`src/assert_macros.svh`:
```
// ============================================================================
// Assertion macros
// Shared concurrent assertion forms used by the bar graph renderer modules.
// ============================================================================
`ifndef ASSERT_MACROS_SVH
`define ASSERT_MACROS_SVH

// Property that must hold at every clock edge outside reset.
`define SBG_ASSERT_ALWAYS(label, clk, rst_n, prop, msg) \
    label: assert property (@(posedge clk) disable iff (!rst_n) (prop)) else $error(msg);

// Consequent that must hold in the same cycle as the antecedent.
`define SBG_ASSERT_IMPL(label, clk, rst_n, ante, cons, msg) \
    label: assert property (@(posedge clk) disable iff (!rst_n) (ante) |-> (cons)) \
        else $error(msg);

// Consequent that must hold in the cycle after the antecedent.
`define SBG_ASSERT_NEXT(label, clk, rst_n, ante, cons, msg) \
    label: assert property (@(posedge clk) disable iff (!rst_n) (ante) |=> (cons)) \
        else $error(msg);

`endif

```
`src/sbg_pkg.sv`:
```
// ============================================================================
// Spectrum bar graph package
// Sizes, state types, control structs and the color ramp shared by the
// bar graph renderer modules.
// ============================================================================
`timescale 1ns / 1ps
`default_nettype none

package sbg_pkg;

    // Frame geometry.
    localparam int BINS    = 16;
    localparam int ROWS    = 8;
    localparam int COLUMNS = 32;

    // Field widths fixed by the stream format.
    localparam int MAG_W       = 16;
    localparam int COLOR_W     = 24;
    localparam int CH_W        = 8;
    localparam int LED_FIELDS  = 8;
    localparam int COL_FIELD_W = 5;

    // Derived widths.
    localparam int BIN_W  = $clog2(BINS);
    localparam int COL_W  = $clog2(COLUMNS);
    localparam int BIN_IW = (COL_W > BIN_W + 1) ? COL_W : BIN_W + 1;
    localparam int HGT_W  = $clog2(ROWS + 1);
    localparam int QUO_W  = $clog2(ROWS);
    localparam int NUM_W  = MAG_W + HGT_W;
    localparam int STP_W  = $clog2(QUO_W + 1);

    // Output stream packing.
    localparam int OUT_FIELDS_W = COL_FIELD_W + LED_FIELDS * COLOR_W + COLOR_W;
    localparam int OUT_DATA_W   = ((OUT_FIELDS_W + 7) / 8) * 8;
    localparam int OUT_PAD_W    = OUT_DATA_W - OUT_FIELDS_W;

    // Color ramp constants.
    localparam int RAMP_IW = 4;
    localparam logic [RAMP_IW-1:0] RAMP_MAX  = 4'd15;
    localparam logic [CH_W-1:0]    FULL      = 8'hFF;
    localparam logic [CH_W-1:0]    RAMP_STEP = 8'd63;

    // Ramp bands, selected by the upper two bits of the ramp index.
    localparam logic [1:0] BAND_BLUE_UP   = 2'd0;
    localparam logic [1:0] BAND_RED_DOWN  = 2'd1;
    localparam logic [1:0] BAND_GREEN_UP  = 2'd2;
    localparam logic [1:0] BAND_BLUE_DOWN = 2'd3;

    // Top level sequencer states.
    typedef enum logic [1:0] {
        ST_LOAD,
        ST_COL,
        ST_WAIT,
        ST_EMIT
    } sbg_state_t;

    // Height divider phases.
    typedef enum logic [1:0] {
        DP_IDLE,
        DP_SAT,
        DP_STEP
    } sbg_div_phase_t;

    // Request from the sequencer to the height divider.
    typedef struct packed {
        logic             start;
        logic [MAG_W-1:0] magnitude;
        logic [MAG_W-1:0] peak;
    } div_req_t;

    // Status from the height divider to the sequencer.
    typedef struct packed {
        logic             busy;
        logic             done;
        logic [HGT_W-1:0] height;
    } div_stat_t;

    // Bar color ramp: red to blue to green over index 0 to 15.
    function automatic logic [COLOR_W-1:0] ramp_colour(input logic [RAMP_IW-1:0] idx);
        logic [CH_W-1:0] s;
        logic [CH_W-1:0] r;
        logic [CH_W-1:0] g;
        logic [CH_W-1:0] b;
        s = CH_W'(CH_W'(idx[1:0]) * RAMP_STEP);
        case (idx[3:2])
            BAND_BLUE_UP:   begin r = FULL;     g = '0;       b = s;        end
            BAND_RED_DOWN:  begin r = FULL - s; g = '0;       b = FULL;     end
            BAND_GREEN_UP:  begin r = '0;       g = s;        b = FULL;     end
            default:        begin r = '0;       g = FULL;     b = FULL - s; end
        endcase
        return {r, g, b};
    endfunction

    // Background color: red takes blue, green takes red, blue takes green.
    function automatic logic [COLOR_W-1:0] rotate_colour(input logic [COLOR_W-1:0] c);
        return {c[CH_W-1:0], c[3*CH_W-1:2*CH_W], c[2*CH_W-1:CH_W]};
    endfunction

endpackage

`default_nettype wire

```
`src/sbg_cmpsub.sv`:
```
// ============================================================================
// Compare and subtract unit
// Shared arithmetic step of the height divider: compares a partial
// remainder against the divisor and forms their difference.
// ============================================================================
`timescale 1ns / 1ps
`default_nettype none

module sbg_cmpsub
    import sbg_pkg::*;
(
    input  logic [MAG_W:0]   a,
    input  logic [MAG_W-1:0] b,
    output logic             ge,
    output logic [MAG_W:0]   diff
);

    // One wide subtract; the borrow gives the compare.
    logic [MAG_W+1:0] sub;

    assign sub  = {1'b0, a} - {2'b00, b};
    assign ge   = ~sub[MAG_W+1];
    assign diff = sub[MAG_W:0];

endmodule

`default_nettype wire

```
`src/sbg_height_div.sv`:
```
// ============================================================================
// Bar height divider
// Iterative restoring divider that forms floor(ROWS * magnitude / peak),
// clipped to ROWS, one quotient bit per cycle on a shared compare-subtract.
// ============================================================================
`timescale 1ns / 1ps
`default_nettype none
`include "assert_macros.svh"

module sbg_height_div
    import sbg_pkg::*;
(
    input  logic      clk,
    input  logic      rst_n,
    input  div_req_t  req,   // peak must stay stable while busy
    output div_stat_t stat
);

    sbg_div_phase_t    phase_reg, phase_next;
    logic              done_reg, done_next;
    logic [HGT_W-1:0]  height_reg, height_next;
    logic [MAG_W-1:0]  mag_reg, mag_next;
    logic [NUM_W-1:0]  num_reg, num_next;
    logic [MAG_W-1:0]  rem_reg, rem_next;
    logic [QUO_W-1:0]  qsh_reg, qsh_next;
    logic [STP_W-1:0]  step_reg, step_next;

    logic [MAG_W:0]    cmp_a;
    logic              cmp_ge;
    logic [MAG_W:0]    cmp_diff;

    // Shared compare-subtract unit.
    sbg_cmpsub u_cmpsub (
        .a    (cmp_a),
        .b    (req.peak),
        .ge   (cmp_ge),
        .diff (cmp_diff)
    );

    // Control registers.
    always_ff @(posedge clk or negedge rst_n)
    begin
        if (!rst_n)
        begin
            phase_reg <= DP_IDLE;
            done_reg  <= 1'b0;
            step_reg  <= '0;
        end
        else
        begin
            phase_reg <= phase_next;
            done_reg  <= done_next;
            step_reg  <= step_next;
        end
    end

    // Datapath registers.
    always_ff @(posedge clk)
    begin
        height_reg <= height_next;
        mag_reg    <= mag_next;
        num_reg    <= num_next;
        rem_reg    <= rem_next;
        qsh_reg    <= qsh_next;
    end

    // Sequencing: saturation check first, then one quotient bit per cycle.
    // The low quotient bits of the dividend shift out of qsh_reg at the top
    // while quotient bits shift in at the bottom.
    always_comb
    begin
        phase_next  = phase_reg;
        done_next   = 1'b0;
        height_next = height_reg;
        mag_next    = mag_reg;
        num_next    = num_reg;
        rem_next    = rem_reg;
        qsh_next    = qsh_reg;
        step_next   = step_reg;
        cmp_a       = {rem_reg, qsh_reg[QUO_W-1]};

        case (phase_reg)
            DP_IDLE:
            begin
                if (req.start)
                begin
                    if (req.peak == '0)
                    begin
                        // Zero peak: every bar is empty.
                        height_next = '0;
                        done_next   = 1'b1;
                    end
                    else
                    begin
                        mag_next   = req.magnitude;
                        num_next   = NUM_W'(req.magnitude) * NUM_W'(ROWS);
                        phase_next = DP_SAT;
                    end
                end
            end

            DP_SAT:
            begin
                cmp_a = {1'b0, mag_reg};
                if (cmp_ge)
                begin
                    // Magnitude at or above the peak fills the whole bar.
                    height_next = HGT_W'(ROWS);
                    done_next   = 1'b1;
                    phase_next  = DP_IDLE;
                end
                else
                begin
                    rem_next   = MAG_W'(num_reg >> QUO_W);
                    qsh_next   = num_reg[QUO_W-1:0];
                    step_next  = STP_W'(QUO_W);
                    phase_next = DP_STEP;
                end
            end

            DP_STEP:
            begin
                rem_next  = cmp_ge ? cmp_diff[MAG_W-1:0] : cmp_a[MAG_W-1:0];
                qsh_next  = (qsh_reg << 1) | QUO_W'(cmp_ge);
                step_next = step_reg - STP_W'(1);
                if (step_reg == STP_W'(1))
                begin
                    height_next = HGT_W'(qsh_next);
                    done_next   = 1'b1;
                    phase_next  = DP_IDLE;
                end
            end

            default:
            begin
                phase_next = DP_IDLE;
            end
        endcase
    end

    assign stat.busy   = (phase_reg != DP_IDLE);
    assign stat.done   = done_reg;
    assign stat.height = height_reg;

    // A new request only arrives while the divider is idle.
    `SBG_ASSERT_IMPL(a_start_idle, clk, rst_n, req.start, phase_reg == DP_IDLE, "divider started while busy")
    // A finished height never exceeds the bar length.
    `SBG_ASSERT_IMPL(a_height_range, clk, rst_n, done_reg, height_reg <= HGT_W'(ROWS), "bar height above ROWS")

endmodule

`default_nettype wire

```
`src/spectrum_bar_graph_renderer.sv`:
```
// ============================================================================
// Spectrum bar graph renderer
// Loads a frame of spectrum magnitudes, finds the peak, and streams one
// column of LED colors per output transaction for a serpentine LED matrix.
// ============================================================================
// The block takes BINS magnitudes, one per input transaction at one per
// cycle, then stops taking input and streams COLUMNS output transactions,
// one per matrix column; tlast marks the last column. Each pair of columns
// shows one bin, whose bar height comes from an iterative divider built on
// a single compare-subtract unit: one saturation check, then one step per
// quotient bit. An even column starts the divider; an odd column reuses
// the height of the column before it.
`timescale 1ns / 1ps
`default_nettype none
`include "assert_macros.svh"

module spectrum_bar_graph_renderer
    import sbg_pkg::*;
(
    input  logic                  clk,
    input  logic                  rst_n,
    // Input stream
    input  logic                  s_tvalid,
    output logic                  s_tready,
    input  logic [MAG_W-1:0]      s_tdata,   // [15:0] magnitude
    // Output stream
    output logic                  m_tvalid,
    input  logic                  m_tready,
    output logic [OUT_DATA_W-1:0] m_tdata,   // column, led_0..led_7, strip_color, zero pad
    output logic                  m_tlast    // frame_end
);

    sbg_state_t        state_reg, state_next;
    logic [BIN_W-1:0]  cnt_reg, cnt_next;
    logic [MAG_W-1:0]  peak_value_reg, peak_value_next;
    logic [BIN_W-1:0]  peak_bin_reg, peak_bin_next;
    logic [COL_W-1:0]  col_reg, col_next;
    logic [HGT_W-1:0]  height_reg, height_next;
    logic [MAG_W-1:0]  bin_store [BINS];
    logic [MAG_W-1:0]  mag_rd_reg;

    logic              in_xfer;
    logic              out_xfer;
    logic [BIN_IW-1:0] bin_ext;
    logic [BIN_IW-1:0] bin_next_ext;
    logic              bin_valid;
    logic              div_start;
    div_req_t          div_req;
    div_stat_t         div_stat;

    logic [RAMP_IW-1:0]                   ramp_idx;
    logic [COLOR_W-1:0]                   bar_color;
    logic [COLOR_W-1:0]                   back_color;
    logic [LED_FIELDS-1:0][COLOR_W-1:0]   led;

    assign in_xfer  = s_tvalid && s_tready;
    assign out_xfer = m_tvalid && m_tready;

    // Bin shown by the current column and by the column that follows.
    assign bin_ext      = BIN_IW'(col_reg >> 1);
    assign bin_next_ext = BIN_IW'(col_next >> 1);
    assign bin_valid    = (bin_ext < BIN_IW'(BINS));

    // Bin magnitude storage, written in arrival order. The read follows the
    // next column so the magnitude is ready when that column starts.
    always_ff @(posedge clk)
    begin
        if (in_xfer)
        begin
            bin_store[cnt_reg] <= s_tdata;
        end
        mag_rd_reg <= bin_store[bin_next_ext[BIN_W-1:0]];
    end

    // Height divider.
    assign div_req.start     = div_start;
    assign div_req.magnitude = mag_rd_reg;
    assign div_req.peak      = peak_value_reg;

    sbg_height_div u_height_div (
        .clk   (clk),
        .rst_n (rst_n),
        .req   (div_req),
        .stat  (div_stat)
    );

    // Sequencer state registers.
    always_ff @(posedge clk or negedge rst_n)
    begin
        if (!rst_n)
        begin
            state_reg      <= ST_LOAD;
            cnt_reg        <= '0;
            peak_value_reg <= '0;
            peak_bin_reg   <= BIN_W'(1);
            col_reg        <= '0;
        end
        else
        begin
            state_reg      <= state_next;
            cnt_reg        <= cnt_next;
            peak_value_reg <= peak_value_next;
            peak_bin_reg   <= peak_bin_next;
            col_reg        <= col_next;
        end
    end

    always_ff @(posedge clk)
    begin
        height_reg <= height_next;
    end

    // Next state and handshake outputs.
    always_comb
    begin
        state_next      = state_reg;
        cnt_next        = cnt_reg;
        peak_value_next = peak_value_reg;
        peak_bin_next   = peak_bin_reg;
        col_next        = col_reg;
        height_next     = height_reg;
        div_start       = 1'b0;
        s_tready        = 1'b0;
        m_tvalid        = 1'b0;

        case (state_reg)
            ST_LOAD:
            begin
                s_tready = 1'b1;
                if (in_xfer)
                begin
                    // Bin 0 never counts toward the peak; ties keep the earlier bin.
                    if ((cnt_reg != '0) && (s_tdata > peak_value_reg))
                    begin
                        peak_value_next = s_tdata;
                        peak_bin_next   = cnt_reg;
                    end
                    if (cnt_reg == BIN_W'(BINS - 1))
                    begin
                        cnt_next   = '0;
                        col_next   = '0;
                        state_next = ST_COL;
                    end
                    else
                    begin
                        cnt_next = cnt_reg + BIN_W'(1);
                    end
                end
            end

            ST_COL:
            begin
                // An even column starts a new bin; an odd one reuses its height.
                if (!col_reg[0])
                begin
                    if (bin_valid)
                    begin
                        div_start  = 1'b1;
                        state_next = ST_WAIT;
                    end
                    else
                    begin
                        height_next = '0;
                        state_next  = ST_EMIT;
                    end
                end
                else
                begin
                    state_next = ST_EMIT;
                end
            end

            ST_WAIT:
            begin
                if (div_stat.done)
                begin
                    height_next = div_stat.height;
                    state_next  = ST_EMIT;
                end
            end

            ST_EMIT:
            begin
                m_tvalid = 1'b1;
                if (out_xfer)
                begin
                    if (m_tlast)
                    begin
                        // Frame done: peak tracking returns to its reset values.
                        peak_value_next = '0;
                        peak_bin_next   = BIN_W'(1);
                        col_next        = '0;
                        state_next      = ST_LOAD;
                    end
                    else
                    begin
                        col_next   = col_reg + COL_W'(1);
                        state_next = ST_COL;
                    end
                end
            end

            default:
            begin
                state_next = ST_LOAD;
            end
        endcase
    end

    // Bar and background colors from the peak bin, index saturated at 15.
    assign ramp_idx   = (peak_bin_reg > BIN_W'(RAMP_MAX)) ? RAMP_MAX : RAMP_IW'(peak_bin_reg);
    assign bar_color  = ramp_colour(ramp_idx);
    assign back_color = rotate_colour(bar_color);

    // LED colors with serpentine row order: rows count down on even columns.
    for (genvar k = 0; k < LED_FIELDS; k++)
    begin : g_led
        if (k < ROWS)
        begin : g_used
            localparam logic [HGT_W-1:0] ROW_EVEN = HGT_W'(ROWS - 1 - k);
            localparam logic [HGT_W-1:0] ROW_ODD  = HGT_W'(k);
            logic [HGT_W-1:0] row;
            assign row    = col_reg[0] ? ROW_ODD : ROW_EVEN;
            assign led[k] = (row < height_reg) ? bar_color : back_color;
        end
        else
        begin : g_unused
            assign led[k] = '0;
        end
    end

    // Output payload.
    assign m_tdata = {{OUT_PAD_W{1'b0}}, bar_color, led, COL_FIELD_W'(col_reg)};
    assign m_tlast = (col_reg == COL_W'(COLUMNS - 1));

    // Loading and rendering never overlap.
    `SBG_ASSERT_ALWAYS(a_load_emit_excl, clk, rst_n, !(s_tready && m_tvalid), "input and output active together")
    // Accepting the last column returns to loading with the peak cleared.
    `SBG_ASSERT_NEXT(a_frame_restart, clk, rst_n, out_xfer && m_tlast, (state_reg == ST_LOAD) && (peak_value_reg == '0) && (cnt_reg == '0), "frame did not restart")
    // A shown bar never exceeds the column height.
    `SBG_ASSERT_IMPL(a_bar_range, clk, rst_n, m_tvalid, height_reg <= HGT_W'(ROWS), "bar height above ROWS")

endmodule

`default_nettype wire

```
`config.mk`:
```
export PLATFORM = sky130hd
export DESIGN_NAME = spectrum_bar_graph_renderer
export DESIGN_NICKNAME = d
export VERILOG_FILES = /design/src/sbg_pkg.sv /design/src/sbg_cmpsub.sv /design/src/sbg_height_div.sv /design/src/spectrum_bar_graph_renderer.sv
export VERILOG_INCLUDE_DIRS = /design/src /design/src/src
export SDC_FILE = /design/constraint.sdc
export NUM_CORES = 1
export LEC_CHECK = 0
export BUFFER_PORTS_ARGS = -buffer_cell sky130_fd_sc_hd__buf_2
export CORE_UTILIZATION = 35
export DETAILED_ROUTE_END_ITERATION = 16
export PLACE_DENSITY = 0.61
export SETUP_SLACK_MARGIN = 0.2
export SLEW_MARGIN = 20
export SYNTH_ARGS = -nofsm -noshare
export SYNTH_HDL_FRONTEND = slang
export SYNTH_SLANG_ARGS = --single-unit
```
`constraint.sdc`:
```
create_clock -name clk -period 6.2 [get_ports clk]
set_clock_uncertainty 0.2 [all_clocks]
set_input_delay 1.55 -clock clk [delete_from_list [all_inputs] [get_ports clk]]
set_output_delay 1.55 -clock clk [all_outputs]
set_load 0.01 [all_outputs]
```
==> results of run 1 <==
## final timing paths
| path | from | endpoint | cells after the start |
|---|---|---|---|
| worst max-delay path | col_reg[0]$_DFFE_PN0P_ | m_tdata[145] | 8 |
| min in group asynchronous | rst_n | state_reg[1]$_DFFE_PN0P_ | 1 |
| worst min register to register | mag_rd_reg[12]$_DFF_P_ | u_height_div.mag_reg[12]$_DFFE_PP_ | 0 |
| worst max register to register | u_height_div.phase_reg[1]$_DFFE_PN0P_ | u_height_div.qsh_reg[0]$_SDFFCE_PN0P_ | 11 |
| max in group asynchronous | rst_n | peak_bin_reg[2]$_DFFE_PN0P_ | 1 |
| worst min-delay path | mag_rd_reg[12]$_DFF_P_ | u_height_div.mag_reg[12]$_DFFE_PP_ | 0 |
## cell usage in the layout (no fill, tap or decap), types with 6 or more instances in the layout
| master | count |
|---|---|
| sky130_fd_sc_hd__clkbuf_16 | 38 |
| sky130_fd_sc_hd__nand2b_1 | 8 |
| sky130_fd_sc_hd__clkinv_2 | 6 |
| sky130_fd_sc_hd__buf_2 | 243 |
| sky130_fd_sc_hd__buf_4 | 42 |
| sky130_fd_sc_hd__o311ai_0 | 8 |
| sky130_fd_sc_hd__inv_1 | 56 |
| sky130_fd_sc_hd__ha_1 | 59 |
| sky130_fd_sc_hd__nand2_1 | 180 |
| sky130_fd_sc_hd__mux2i_1 | 57 |
| sky130_fd_sc_hd__nand3_1 | 18 |
| sky130_fd_sc_hd__a221o_1 | 17 |
| sky130_fd_sc_hd__nor2b_1 | 11 |
| sky130_fd_sc_hd__nor2_2 | 6 |
| sky130_fd_sc_hd__a211oi_1 | 54 |
| sky130_fd_sc_hd__a22o_1 | 14 |
| sky130_fd_sc_hd__and2_1 | 59 |
| sky130_fd_sc_hd__nor2_1 | 101 |
| sky130_fd_sc_hd__a21o_1 | 14 |
| sky130_fd_sc_hd__dfrtp_1 | 35 |
| sky130_fd_sc_hd__a31oi_1 | 37 |
| sky130_fd_sc_hd__edfxtp_1 | 299 |
| sky130_fd_sc_hd__mux2_2 | 32 |
| sky130_fd_sc_hd__dfxtp_1 | 16 |
| sky130_fd_sc_hd__o21ai_0 | 70 |
| sky130_fd_sc_hd__clkbuf_1 | 13 |
| sky130_fd_sc_hd__o32ai_1 | 16 |
| sky130_fd_sc_hd__xnor2_1 | 13 |
| sky130_fd_sc_hd__clkinv_1 | 8 |
| sky130_fd_sc_hd__a21oi_1 | 119 |
| sky130_fd_sc_hd__and3_1 | 22 |
## worst max-delay path: cells and delay by family (launching register included)
family          cells  cell delay (ps)
compound gates      2             1200
fa+ha+maj           1              360
buf+inv             2              380
flops               1              570
simple gates        3              380
## synth_stat cells (5+ instances only)
library cell	count
sky130_fd_sc_hd__a211oi_1	54
sky130_fd_sc_hd__a21o_1	14
sky130_fd_sc_hd__a21oi_1	121
sky130_fd_sc_hd__a221o_1	17
sky130_fd_sc_hd__a22o_1	14
sky130_fd_sc_hd__a31oi_1	37
sky130_fd_sc_hd__and2_1	59
sky130_fd_sc_hd__and3_1	22
sky130_fd_sc_hd__buf_1	11
sky130_fd_sc_hd__buf_2	6
sky130_fd_sc_hd__buf_4	67
sky130_fd_sc_hd__clkbuf_1	76
sky130_fd_sc_hd__dfrtp_1	35
sky130_fd_sc_hd__dfxtp_1	16
sky130_fd_sc_hd__edfxtp_1	299
sky130_fd_sc_hd__ha_1	59
sky130_fd_sc_hd__inv_1	56
sky130_fd_sc_hd__mux2_2	32
sky130_fd_sc_hd__mux2i_1	57
sky130_fd_sc_hd__nand2_1	180
sky130_fd_sc_hd__nand2b_1	8
sky130_fd_sc_hd__nand3_1	18
sky130_fd_sc_hd__nand4_1	5
sky130_fd_sc_hd__nor2_1	107
sky130_fd_sc_hd__nor2b_1	12
sky130_fd_sc_hd__nor3_1	7
sky130_fd_sc_hd__o21ai_0	70
sky130_fd_sc_hd__o311ai_0	8
sky130_fd_sc_hd__o32ai_1	16
sky130_fd_sc_hd__xnor2_1	13
## metal layers
metal  vias up  routed length [um]
met1      6228               20100
li1       5973                   -
met2       514               23800
met3        85                2960
met4         0                1730
met5         -                   0
## area by class of cell
type	count	area (um^2)	area share [%]
clock buffer	53	1030	5.03
clock inverter	15	134	0.656
inverter	64	243	1.19
multi-input combinational	984	6390	31.3
sequential	351	10200	50.0
tap	664	831	4.07
timing repair buffer	288	1590	7.79
## where the power goes
group          total (mW)  internal (mW)  switching [mW]
Sequential           3.11           2.91           0.202
Clock                2.13           1.21           0.916
Combinational        5.78           2.14            3.64
## stage by stage
step,power [mW],util [%],std cells,setup slack [ps],hold slack (ps)
after floorplan,7.16,-,1563,1680,186
after global placement,8.83,39.0,2351,1530,188
after detailed placement,8.89,39.0,2351,1410,190
after CTS,11.0,41.3,2419,1010,204
after global routing,11.7,41.4,2419,687,214
final,11.0,41.4,2419,1010,202
## logic make-up after synthesis
logic type | after synthesis | share of synthesized area, %
AND/OR/NAND/NOR | 429 | 11.0
multiplexers | 89 | 5.27
flip-flops | 351 | 57.7
other | 1 | 0.0212
buffers and inverters | 228 | 6.50
AO/OA/AOI/OAI | 388 | 14.4
adder cells (fa/ha/maj) | 60 | 4.29
XOR/XNOR | 15 | 0.744
==> reports/qor_table.md, run 1 <==
| Metric | This run | Unit |
| --- | --- | --- |
| Count of flip-flops with a built-in enable after synthesis | 299 | - |
| Post-cts repair resize count | 0 | - |
| Detailed Route Iter0 Violations | 829 | - |
| Maximum level of the CTS H-tree | 2 | - |
| CTS Buffer Depth | 3 | - |
| Library cell occupying the most area in the post-synthesis netlist | sky130_fd_sc_hd__edfxtp_1 | - |
| Tcrit/Tclk final | 83.8 | % |
| Share of the synthesized area in the top cell type | 50.8 | % |
| Number of remaining DRC errors | 0 | - |
| Vias in the first global route | 11.8k | - |
| Max Transition Viols Final | 0 | - |
| Global-route wire length before repair | 71.6 | mm |
| Placer's final routability congestion estimate | 0.862 | - |
| Synth Register Bits | 351 | - |
| Primary flip-flop cell chosen by synthesis mapping | sky130_fd_sc_hd__edfxtp_1 | - |
| Worst reg-to-reg setup slack | 1420 | ps |
| Startpoint class of the critical path | flop | - |
| Antenna viol nets, final | 0 | - |
| Synthesized area divided by synthesized cell count | 11.3 | um^2 |
| Critical Path Max Stage Delay | 750 | ps |
| Distinct cell type count of the synthesized netlist | 70 | - |
| Share of flip-flops with an asynchronous set or reset | 10.3 | % |
| Post-cts hold buffer count | 0 | - |
| Peak Freq | 0.193 | GHz |
| Transition at the pin with the smallest max-transition slack | 1220 | ps |
| Finish-stage setup viols | 0 | - |
| Core area | 0.0494 | mm^2 |
| P&R area growth vs syn | 15.6 | % |
| Final sum of negative setup slack | 0 | ps |
| Data required time at the worst endpoint | 4450 | ps |
| Part of the Yosys area used for sequential elements | 57.7 | % |
| Final critical path time including I/O delays and setup | 5190 | ps |
| Critical path's slowest cell | sky130_fd_sc_hd__o21bai_2 | - |
| Horizontal die dimension | 227 | um |
| Worst-skew pair later-pin latency | 540 | ps |
| Top-Level Pins | 247 | - |
| Number of warnings reported in the yosys synthesis log | 0 | - |
| Sink count of the clock tree | 351 | - |
| Path category of the worst min-delay check | reg -> reg | - |
| Synthesized instance count | 1561 | - |
| Filler cells | 4677 | - |
| Setup repair after global routing missed its margin | false | - |
| Number of violations of the max-capacitance limit | 0 | - |
| PD cells | 540 | mW/mm^2 |
| Tightest slew margin relative to the limit | 18.7 | % |
| Syn Std Cell Area | 0.0177 | mm^2 |
| Number of vias per cell | 5.29 | - |
| Grt met2 use | 32.4 | % |
| Register with the highest flop count | bin_store | - |
| Proportion of layout cells with a drive suffix above 1 | 22.7 | % |
| Placed instance area | 0.0192 | mm^2 |
| TritonCTS clock tree | done | - |
| Worst endpoint data arrival time | 3440 | ps |
| Post-detail-place hpwl | 33.6 | mm |
| Initial antenna violation count | 1 | - |
| Top post-synthesis cells by area | sky130_fd_sc_hd__edfxtp_1 51%, sky130_fd_sc_hd__dfrtp_1 5.0%, sky130_fd_sc_hd__ha_1 4.2%, sky130_fd_sc_hd__nand2_1 3.8%, sky130_fd_sc_hd__a21oi_1 3.4% | - |
| TritonCTS Buffers | 38 | - |
| Outcome | finished, final reports clean | - |
| Effective utilization at floorplan | 35.8 | % |
| Floorplan row count | 81 | - |
| Sequence of cells on the critical path | inv_1 > ha_1 > nor2b_1 > nor2_1 > nor2_1 > o21bai_2 > o21ai_0 > buf_2 | - |
| Largest net degree at the start of global routing | 97 | - |
| Root cell of the clock tree | sky130_fd_sc_hd__clkbuf_16 | - |
| Die Ht | 227 | um |
| Hold Violations, Final | 0 | - |
| Count of input and output buffers | 243 | - |
| Count of vias placed by the detailed router | 12.8k | - |
| Antenna diode count | 0 | - |
| Net count, final | 1807 | - |
| Busiest layer in global routing | met2 | - |
| Overall routing resource usage | 18.5 | % |
| Die area | 0.0514 | mm^2 |
| Total iterations of the first detailed-routing run | 5 | - |
| Post-route cell area | 0.0204 | mm^2 |
| Clock-pin slew reported for the worst setup and hold paths after clock tree synthesis | 60 | ps |
| Met1 track utilization from global routing | 22.9 | % |
| Worst IR Drop VDD | 0.301 | mV |
| Total global routing overflow | 0 | - |
| Critical Path Fanout Max | 19 | - |
| Wire length per cell after detailed routing | 20.1 | um |
| Critical setup path kind | reg -> out | - |
| Met3 track utilization from global routing | 2.55 | % |
| Setup fix buffers added after clock tree synthesis | 0 | - |
| Max reg flops | 256 | - |
| Leak pwr | 7.62 | nW |
| CP most frequent cell | sky130_fd_sc_hd__nor2_1 | - |
| Final WL | 48.6 | mm |
| Worst Setup End Kind | output port | - |
Note: power is estimated with default switching activity, not from simulation.
==> run 2, diff against run 1 <==
--- a/config.mk
+++ b/config.mk
@@ -9,7 +9,7 @@
 export BUFFER_PORTS_ARGS = -buffer_cell sky130_fd_sc_hd__buf_2
 export CORE_UTILIZATION = 35
 export DETAILED_ROUTE_END_ITERATION = 16
-export PLACE_DENSITY = 0.61
+export PLACE_DENSITY = 0.63
 export SETUP_SLACK_MARGIN = 0.2
 export SLEW_MARGIN = 20
 export SYNTH_ARGS = -nofsm -noshare
==> constraint.sdc (replaced) <==
create_clock -name clk -period 4.3 [get_ports clk]
set_clock_uncertainty 0.2 [all_clocks]
set_input_delay 1.075 -clock clk [delete_from_list [all_inputs] [get_ports clk]]
set_output_delay 1.075 -clock clk [all_outputs]
set_load 0.01 [all_outputs]
==> run 2 against run 1 <==
Effect of this change: register-to-register slack worse by 1000 ps; sequential share of layout area down 1.8 points; sequential power up 43%; cell area increased by 3.7%; via count grew 2.4%; worst setup slack got worse by 690 ps; combinational power rose by 55%; clock power increased by 46%; highest routed layer unchanged.
==> reports/qor_table.md, run 2 (synthesis gave the netlist of run 1 again) <==
| Metric | This run | Unit | vs previous |
| --- | --- | --- | --- |
| Outcome | finished, final reports clean | - |  |
| Root cell of the clock tree | sky130_fd_sc_hd__clkbuf_16 | - |  |
| Number of remaining DRC errors | 0 | - | unchanged |
| Leak pwr | 7.95 | nW | +4.3% |
| Worst-skew pair later-pin latency | 550 | ps | about the same |
| Finish-stage setup viols | 0 | - | unchanged |
| Largest net degree at the start of global routing | 97 | - | unchanged |
| Worst Setup End Kind | output port | - |  |
| Effective utilization at floorplan | 35.8 | % | unchanged |
| Wire length per cell after detailed routing | 20.4 | um | +1.4% |
| Overall routing resource usage | 19.3 | % | +0.77 points |
| Top-Level Pins | 247 | - | unchanged |
| Global-route wire length before repair | 74.6 | mm | +4.2% |
| Worst reg-to-reg setup slack | 380 | ps | -1040 ps |
| Max Transition Viols Final | 0 | - | unchanged |
| Worst endpoint data arrival time | 2710 | ps | -730 ps |
| Met1 track utilization from global routing | 23.4 | % | +0.48 points |
| Clock-pin slew reported for the worst setup and hold paths after clock tree synthesis | 60 | ps | about the same |
| Met3 track utilization from global routing | 2.45 | % | -0.10 points |
| Antenna diode count | 0 | - | unchanged |
| Final sum of negative setup slack | 0 | ps | unchanged |
| Reg-to-Reg End | u_height_div.height_reg[0]$_DFFE_PP_ | - |  |
| P&R area growth vs syn | 19.9 | % |  |
| Busiest layer in global routing | met2 | - |  |
| Setup repair after global routing missed its margin | true | - |  |
| Final critical path time including I/O delays and setup | 3980 | ps |  |
| Post-detail-place hpwl | 34.9 | mm | +3.9% |
| Detailed Route Iter0 Violations | 1037 | - | +25% |
| Total iterations of the first detailed-routing run | 5 | - | unchanged |
| Proportion of layout cells with a drive suffix above 1 | 27.1 | % | +4.4 points |
| Count of input and output buffers | 243 | - | unchanged |
| Final WL | 50.6 | mm | +4.0% |
| TritonCTS clock tree | done | - |  |
| Maximum level of the CTS H-tree | 2 | - | unchanged |
| PD cells | 780 | mW/mm^2 | +45% |
| Worst R2R Path Depth | 12 | - | +1 |
| Leading cell type in the layout, fill and taps excluded | sky130_fd_sc_hd__edfxtp_1 | - |  |
| Max reg flops | 256 | - | unchanged |
| Most used cells in the layout excluding fill and tap cells | 299 x sky130_fd_sc_hd__edfxtp_1, 243 x sky130_fd_sc_hd__buf_2, 179 x sky130_fd_sc_hd__nand2_1, 107 x sky130_fd_sc_hd__a21oi_1, 102 x sky130_fd_sc_hd__nor2_1 | - |  |
| Path category of the worst min-delay check | reg -> reg | - |  |
| Data required time at the worst endpoint | 3020 | ps | -1430 ps |
| Overall power consumption | 16.5 | mW | +50% |
| Tightest slew margin relative to the limit | 41.8 | % | +23 points |
| Vias in the first global route | 12.2k | - | +3.1% |
| Die Ht | 227 | um | unchanged |
| Filler cells | 4567 | - | -2.4% |
| Number of violations of the max-capacitance limit | 0 | - | unchanged |
| Net count, final | 1867 | - | +3.3% |
| Total global routing overflow | 0 | - | unchanged |
| Peak Freq | 0.251 | GHz |  |
| Sink count of the clock tree | 351 | - | unchanged |
| Final Hold Slack | 203 | ps | +1.27 ps |
| Post-cts hold buffer count | 0 | - | unchanged |
| Floorplan row count | 81 | - | unchanged |
| Placer's final routability congestion estimate | 0.880 | - | +2.1% |
| Initial antenna violation count | 0 | - | -1 |
| Hold Violations, Final | 0 | - | unchanged |
| Count of vias placed by the detailed router | 13.1k | - | +2.4% |
| Core area | 0.0494 | mm^2 | unchanged |
| Die area | 0.0514 | mm^2 | unchanged |
| Grt met2 use | 34.9 | % | +2.6 points |
| Launch point of the worst reg-to-reg path | u_height_div.phase_reg[1]$_DFFE_PN0P_ | - |  |
| Antenna viol nets, final | 0 | - | unchanged |
| Worst IR Drop VDD | 0.426 | mV | +41% |
| TritonCTS Buffers | 38 | - | unchanged |
| Number of vias per cell | 5.28 | - | -0.18% |
| Critical setup path kind | reg -> out | - |  |
| Tcrit/Tclk final | 92.6 | % |  |
| Register with the highest flop count | bin_store | - |  |
| Horizontal die dimension | 227 | um | unchanged |
| Critical path endpoint | m_tdata[170] | - |  |
| Transition at the pin with the smallest max-transition slack | 873 | ps | -345 ps |
| Setup crit start | col_reg[0]$_DFFE_PN0P_ | - |  |
| Critical Path Fanout Max | 21 | - | +2 |
| Startpoint class of the critical path | flop | - |  |
| CTS Buffer Depth | 3 | - | unchanged |
[run 2: cell count changes in the layout (fill, tap and decap cells not counted), moves of 4 or more]
cell	delta
sky130_fd_sc_hd__a21oi_1	-12
sky130_fd_sc_hd__a21oi_2	+10
sky130_fd_sc_hd__buf_12	+7
sky130_fd_sc_hd__buf_4	+48
sky130_fd_sc_hd__buf_6	+4
sky130_fd_sc_hd__clkinv_1	-6
sky130_fd_sc_hd__clkinvlp_4	+5
sky130_fd_sc_hd__inv_1	-4
sky130_fd_sc_hd__o21ai_0	-4
[run 2: critical path: stages (launching register included)]
cell	delay [ps]
sky130_fd_sc_hd__dfrtp_2	440
sky130_fd_sc_hd__inv_1	100
sky130_fd_sc_hd__ha_1	340
sky130_fd_sc_hd__a21oi_1	210
sky130_fd_sc_hd__o21ai_1	160
sky130_fd_sc_hd__a21oi_4	260
sky130_fd_sc_hd__buf_8	200
sky130_fd_sc_hd__nor2_1	70
sky130_fd_sc_hd__a21oi_1	210
sky130_fd_sc_hd__buf_2	180
[run 2: cell type report]
cell class	instances	area [um^2]	share of cell area, %
Tap cell	664	831	3.92
Multi-Input combinational cell	984	6550	30.9
Timing Repair Buffer	348	2150	10.2
Inverter	64	258	1.22
Clock buffer	59	1080	5.10
Clock inverter	11	108	0.508
Sequential cell	351	10200	48.2
[run 2: stage by stage]
step	cell area, um^2	cells	utilization [%]	setup slack, ps
2_1_floorplan	17700	1563	-	231
3_3_place_gp	19600	2393	39.7	67.2
3_5_place_dp	19600	2393	39.7	7.78
4_1_cts	20900	2465	42.4	184
5_1_grt	21200	2481	42.9	157
6_report	21200	2481	42.9	319
[run 2: report_power, final]
group,switching (mW),internal (mW),leakage [nW]
Clock,1.34,1.76,0.573
Sequential,0.262,4.19,3.30
Combinational,5.51,3.47,4.08
[run 2: worst min path at each step]
stage | from | endpoint | cells after the start
2_1_floorplan | mag_rd_reg[0]$_DFF_P_ | u_height_div.mag_reg[0]$_DFFE_PP_ | 0
3_3_place_gp | mag_rd_reg[10]$_DFF_P_ | u_height_div.mag_reg[10]$_DFFE_PP_ | 0
3_5_place_dp | mag_rd_reg[11]$_DFF_P_ | u_height_div.mag_reg[11]$_DFFE_PP_ | 0
4_1_cts | mag_rd_reg[11]$_DFF_P_ | u_height_div.mag_reg[11]$_DFFE_PP_ | 0
6_report | mag_rd_reg[11]$_DFF_P_ | u_height_div.mag_reg[11]$_DFFE_PP_ | 0
5_1_grt | mag_rd_reg[11]$_DFF_P_ | u_height_div.mag_reg[11]$_DFFE_PP_ | 0
[run 2: timing repair]
action | in CTS | in global routing
gates resized for setup | 21 | 34
pin swaps | 1 | 6
buffers inserted | 2 | 16
endpoints found under the setup margin | 181 | 175
[run 2: per-layer routing]
layer	vias to the layer above	part of all wire (%)
met5	-	0
met4	0	3.6
met3	98	5.3
met2	495	50
met1	6416	41
li1	6095	-
